[src/rtl/hta_pkg.sv]
// Shared constants, action codes and types for the handle table allocator.
`default_nettype none

package hta_pkg;

    localparam int HANDLE_SPACE      = 256;
    localparam int DEF_GROUP_COUNT   = 16;
    localparam int DEF_GROUP_SIZE    = 16;

    localparam int HANDLE_W          = 8;
    localparam int TOTAL_W           = 9;
    localparam int OBJECT_W          = 32;
    localparam int FLAGS_W           = 32;
    localparam int TYPE_W            = 16;
    localparam int ACTION_W          = 3;

    // The free slot search works on chunks of the occupancy vector.
    localparam int CHUNK             = 16;
    localparam int CHUNK_W           = 4;

    localparam int S_TDATA_W         = 96;
    localparam int M_TDATA_W         = 104;

    localparam logic [ACTION_W-1:0] ACT_OPEN    = 3'd0;
    localparam logic [ACTION_W-1:0] ACT_CLOSE   = 3'd1;
    localparam logic [ACTION_W-1:0] ACT_MODIFY  = 3'd2;
    localparam logic [ACTION_W-1:0] ACT_RESOLVE = 3'd3;
    localparam logic [ACTION_W-1:0] ACT_DESTROY = 3'd4;

    localparam logic STATUS_OK   = 1'b0;
    localparam logic STATUS_FAIL = 1'b1;

    typedef struct packed {
        logic [OBJECT_W-1:0] object;
        logic [FLAGS_W-1:0]  flags;
        logic [TYPE_W-1:0]   stype;
    } slot_entry_t;

    typedef struct packed {
        logic                found;
        logic [HANDLE_W-1:0] handle;
    } search_res_t;

endpackage

`default_nettype wire

[src/rtl/hta_free_search.sv]
// Two-step search for the lowest free slot outside the first group.
`default_nettype none

module hta_free_search
    import hta_pkg::*;
#(
    parameter int USABLE     = HANDLE_SPACE,
    parameter int GROUP_SIZE = DEF_GROUP_SIZE
) (
    input  wire logic              aclk,
    input  wire logic              load_en,
    input  wire logic [USABLE-1:0] occ,
    output search_res_t            result
);

    localparam int NCHUNK = (USABLE + CHUNK - 1) / CHUNK;
    localparam int PAD_W  = NCHUNK * CHUNK;

    logic [PAD_W-1:0]  free_vec;
    logic [NCHUNK-1:0] chunk_any_next;
    logic [NCHUNK-1:0] chunk_any_reg;
    logic [CHUNK_W-1:0] sel_chunk;
    logic [CHUNK_W-1:0] sel_slot;
    logic [CHUNK-1:0]  chunk_bits;
    logic              any_found;

    for (genvar i = 0; i < PAD_W; i++) begin : g_free
        if (i < USABLE && i >= GROUP_SIZE) begin : g_live
            assign free_vec[i] = ~occ[i];
        end else begin : g_dead
            assign free_vec[i] = 1'b0;
        end
    end

    always_comb begin
        for (int c = 0; c < NCHUNK; c++) begin
            chunk_any_next[c] = |free_vec[c*CHUNK +: CHUNK];
        end
    end

    always_ff @(posedge aclk) begin
        if (load_en) begin
            chunk_any_reg <= chunk_any_next;
        end
    end

    always_comb begin
        sel_chunk  = '0;
        any_found  = 1'b0;
        for (int c = NCHUNK - 1; c >= 0; c--) begin
            if (chunk_any_reg[c]) begin
                sel_chunk = CHUNK_W'(c);
                any_found = 1'b1;
            end
        end
        chunk_bits = '0;
        for (int c = 0; c < NCHUNK; c++) begin
            if (sel_chunk == CHUNK_W'(c)) begin
                chunk_bits = free_vec[c*CHUNK +: CHUNK];
            end
        end
        sel_slot = '0;
        for (int s = CHUNK - 1; s >= 0; s--) begin
            if (chunk_bits[s]) begin
                sel_slot = CHUNK_W'(s);
            end
        end
    end

    assign result.found  = any_found;
    assign result.handle = {sel_chunk, sel_slot};

endmodule

`default_nettype wire

[config.mk]
export PLATFORM = sky130hd
export DESIGN_NAME = hta_free_search
export DESIGN_NICKNAME = d
export VERILOG_FILES = /design/src/rtl/hta_pkg.sv /design/src/rtl/hta_free_search.sv
export SDC_FILE = /design/constraint.sdc
export NUM_CORES = 1
export LEC_CHECK = 0
export BUFFER_PORTS_ARGS = -buffer_cell sky130_fd_sc_hd__buf_4
export CAP_MARGIN = 20
export CELL_PAD_IN_SITES_DETAIL_PLACEMENT = 1
export CELL_PAD_IN_SITES_GLOBAL_PLACEMENT = 1
export CORE_MARGIN = 2
export CORE_UTILIZATION = 28
export DETAILED_ROUTE_END_ITERATION = 16
export HOLD_SLACK_MARGIN = 0.03
export PLACE_DENSITY = 0.91
export SLEW_MARGIN = 20
export SYNTH_ARGS = -nofsm -noshare
export SYNTH_HDL_FRONTEND = slang
export SYNTH_SLANG_ARGS = --single-unit
[constraint.sdc]
create_clock -name aclk -period 4.1 [get_ports aclk]
set_input_delay 0.82 -clock aclk [delete_from_list [all_inputs] [get_ports aclk]]
set_output_delay 0.82 -clock aclk [all_outputs]
set_load 0.02 [all_outputs]
# Yosys cells after proc, flatten, opt, wreduce, memory -nomap -nowiden
# Cells that the tools add are included.
op_classes:
  eq_ne: 15
  n_mux: 61
  n_bitwise: 240
  reduce_logical: 15
op_table:
  columns: ["operator", "n"]
  rows:
  - ["16-bit two-way mux", 15]
  - ["1-bit NOT", 240]
  - ["16-bit OR reduction", 15]
  - ["4-bit two-way mux", 31]
  - ["4-bit == test, second input constant", 8]
  - ["4-bit by 3-bit == test with 1-bit output, second input constant", 4]
  - ["1-bit two-way mux", 15]
  - ["4-bit by 2-bit == test with 1-bit output, second input constant", 2]
  - ["4-bit by 1-bit == test with 1-bit output, second input constant", 1]
totals:
  regBits: 15
  input_bits: 258
  output_inout_bits: 9
  elab_cells: 332

# Logic depth before layout (Yosys ltp)
logic_depth:
  depth_word: 47
  mapped_depth: 14
  ltp_nobuf: 10

# Worst setup path after synthesis
# Ideal clock, no wire load.
synth_timing:
  path_type: "flip-flop to output port"
  from: "register chunk_any_reg[5]"
  to: "output result[3] (netlist name)"
  arrival_ps: 3334
  required_time_ps: 3280
  slack_ps: -54
  path_stages_with_launch: 13
  path_buffers: 4
  cell_sequence: "edfxtp_1 buf_6 or4_4 o211a_1 buf_2 buf_6 buf_2 mux2i_1 a2bb2oi_1 nand4_1 a32oi_1 nand2_1 a2111oi_1"
synth_rtl:
  columns: ["element", "line", "text"]
  rows:
  - ["start: declaration", "hta_free_search.sv:21", "logic [NCHUNK-1:0] chunk_any_reg;"]
  - ["start signal: assignment", "hta_free_search.sv:43", "chunk_any_reg <= chunk_any_next;"]
  - ["end: declaration", "hta_free_search.sv:13", "output search_res_t result"]

==> results.ini <==
[global_routing]
grt-busiest-layer = met2
grt_start_max_net_pins = 16
antenna_found_initial = 0
grt_util_met1 = 0.475
met2_usage = 0.708
grt_pass1_wl_um = 45400
first_global_vias = 7923
grt_use_met3 = 0.0884
globalRouteOverflowTotal = 0
grtUsageTotal = 0.416

[power]
power.density_mw_per_mm2 = 165
power_leakage_nw = 3.20
ir_worst_vdd_uv = 113

[die]
die_y_um = 120
die_area_mm2 = 0.0144
ios = 267
die_w_um = 120
row_count = 42
coreArea_mm2 = 0.0132
initial_core_util = 0.285

[cells_and_area]
fillers = 1648
fin_nets = 1191
final_core_util = 0.582
insertedDiodeCount = 0
multi_input_area_mm2 = 0.00364
final_common_cell = buf_4
fin_cells = 1108
seq_area_um2 = 450
drive_above_1_share = 0.558
largest_register_ffs = 15
final_cell_mix = 394 x buf_4, 64 x nand4_1, 59 x nand2_1
area_growth_pct = 104

[placement]
port-buffer-count = 250
dp_cells = 1066
place_ws_ps = -206
gp_congestion = 1.01
hpwlAfterDp_um = 23900

[yosys]
ys_seq_area_frac = 0.120
async_reset_ff_frac = 0
synth_top_area_share = 0.120
ys.flop_type = edfxtp_1
ys_warn_count = 0
syn_inst = 548
synth_top_cell_by_area = edfxtp_1
ys_types = 73
synth.cell_area_mm2 = 0.00376
ys_ff_latch = 15
syn_nets = 806
ys_top_cells_by_area = edfxtp_1 12%, nand4_1 11%, nand2_1 6.1%, nor3_1 5.2%, nor2_1 4.8%
synth_edf_count = 15
syn_avg_cell_area_um2 = 6.85

[routing]
ant_nets = 0
via_per_inst = 7.36
wl_per_cell_um = 32.6
drtIter0Drc = 1351
routed_wirelength_um = 36200
route.detailed.drc = 0
first_pass_iters = 6
vias = 8156

[setup_path]
critPathMaxFanout = 6
critPathCaptureType = output port
cp.required_ps = 3280
startpoint = chunk_any_reg[11]
crit_path_start_kind = flop
worstPathArrival_ps = 4100
path_class = flop to output port

[clocking]
cts_hold_buffers = 0
cts_made_buffers = 3
clockBufferDepth = 2
cts_tree = done
root_buffer = clkbuf_16
cts.sinks = 15
cts_max_level = 1
clk_pin_slew_worst_paths_ps = 60

[sta]
maxSlewHeadroom = 0.455
timing.final.ws_setup_ps = -816
setup_viol = 4
drv_slew = 0
hold_viol = 0
rsz0062_at_grt = true
fmaxAchievable_mhz = 203
fin_crit_ps = 4920
tightest_slew_ps = 815
fin_crit_sh = 1.20

[status]
violations = setup timing
status = complete, but fails checks

[hold_path]
worstHoldStart = occ[152]
hold_class = primary input to flop

[flow_run]
cap_violations = 0

## cells by family (layout without fill, tap and decap cells)
| logic type | after synthesis | in the layout | share of synthesized area |
|---|---|---|---|
| AOI/OAI and AO/OA | 184 | 185 | 0.356 |
| buffers and inverters | 46 | 429 | 0.0746 |
| and+or+nand+nor | 285 | 285 | 0.401 |
| DFF | 15 | 15 | 0.120 |
| muxes | 18 | 18 | 0.0490 |
## area by class of cell
cell class / instances / share of cell area
clock buffer: 4 / 0.0103
multi-input combinational: 488 / 0.475
tap: 176 / 0.0287
inverter: 9 / 0.00505
sequential: 15 / 0.0587
timing repair buffer: 416 / 0.423
## final timing paths
check | end | slack [ps] | depth (start not counted)
max | result[3] | -820 | 13
min | chunk_any_reg[9] | 950 | 3
## metrics by stage
stage	TNS, ps	hold slack, ps	cell area [um^2]	power (mW)
global route	-2720	960	7680	1.27
finish	-3070	947	7680	1.26
floorplan	0	932	3760	0.421
CTS	-772	936	7260	1.12
global placement	-376	1190	6650	0.832
detailed placement	-513	1190	6650	0.844
## synth_stat cells, types with 5 or more instances
| cell | instances |
|---|---|
| clkbuf_1 | 9 |
| or4_1 | 20 |
| a32oi_1 | 5 |
| inv_1 | 6 |
| nand2_1 | 61 |
| o31ai_1 | 5 |
| o21ai_0 | 32 |
| a21oi_1 | 21 |
| a221oi_1 | 5 |
| a211oi_1 | 7 |
| or3_1 | 5 |
| and3_1 | 5 |
| nand3_1 | 16 |
| nor2_1 | 48 |
| mux2i_1 | 15 |
| o22ai_1 | 23 |
| a2bb2oi_1 | 5 |
| o211ai_1 | 8 |
| o22a_1 | 5 |
| nor3_1 | 39 |
| nor4_1 | 8 |
| buf_6 | 10 |
| buf_2 | 14 |
| a31oi_1 | 11 |
| edfxtp_1 | 15 |
| nand4_1 | 64 |
## power by group
group	internal, mW	leakage [nW]	total, mW	switching (mW)
sequential	0.177	0.151	0.190	0.0135
clock	0.133	0.0382	0.213	0.0800
combinational	0.411	3.01	0.862	0.451
## what timing repair did
action	4_1_cts	5_1_grt
hold endpoints to repair	0	0
buffers inserted	26	11
setup endpoints to repair	4	4
gates resized for setup	60	73
pin swaps	32	33
gates cloned	2	0
## critical path, stage by stage (launching register included)
cell and delay [ps]:
edfxtp_1 470, buf_4 170, inv_2 60, a221oi_4 390
buf_6 170, o211a_4 240, nor3_1 160, nor4_2 710
buf_4 240, o2111ai_2 170, a32oi_2 280, nand2_1 180
a2111oi_4 400, buf_4 210
## per-layer routing
metal  vias to the layer above  wire length (um)
li1                       3023                 -
met1                      3747             11700
met2                      1006             15600
met3                       380              4880
met4                         0              3970
met5                         -                 0
Note: power is estimated with default switching activity, not from simulation.
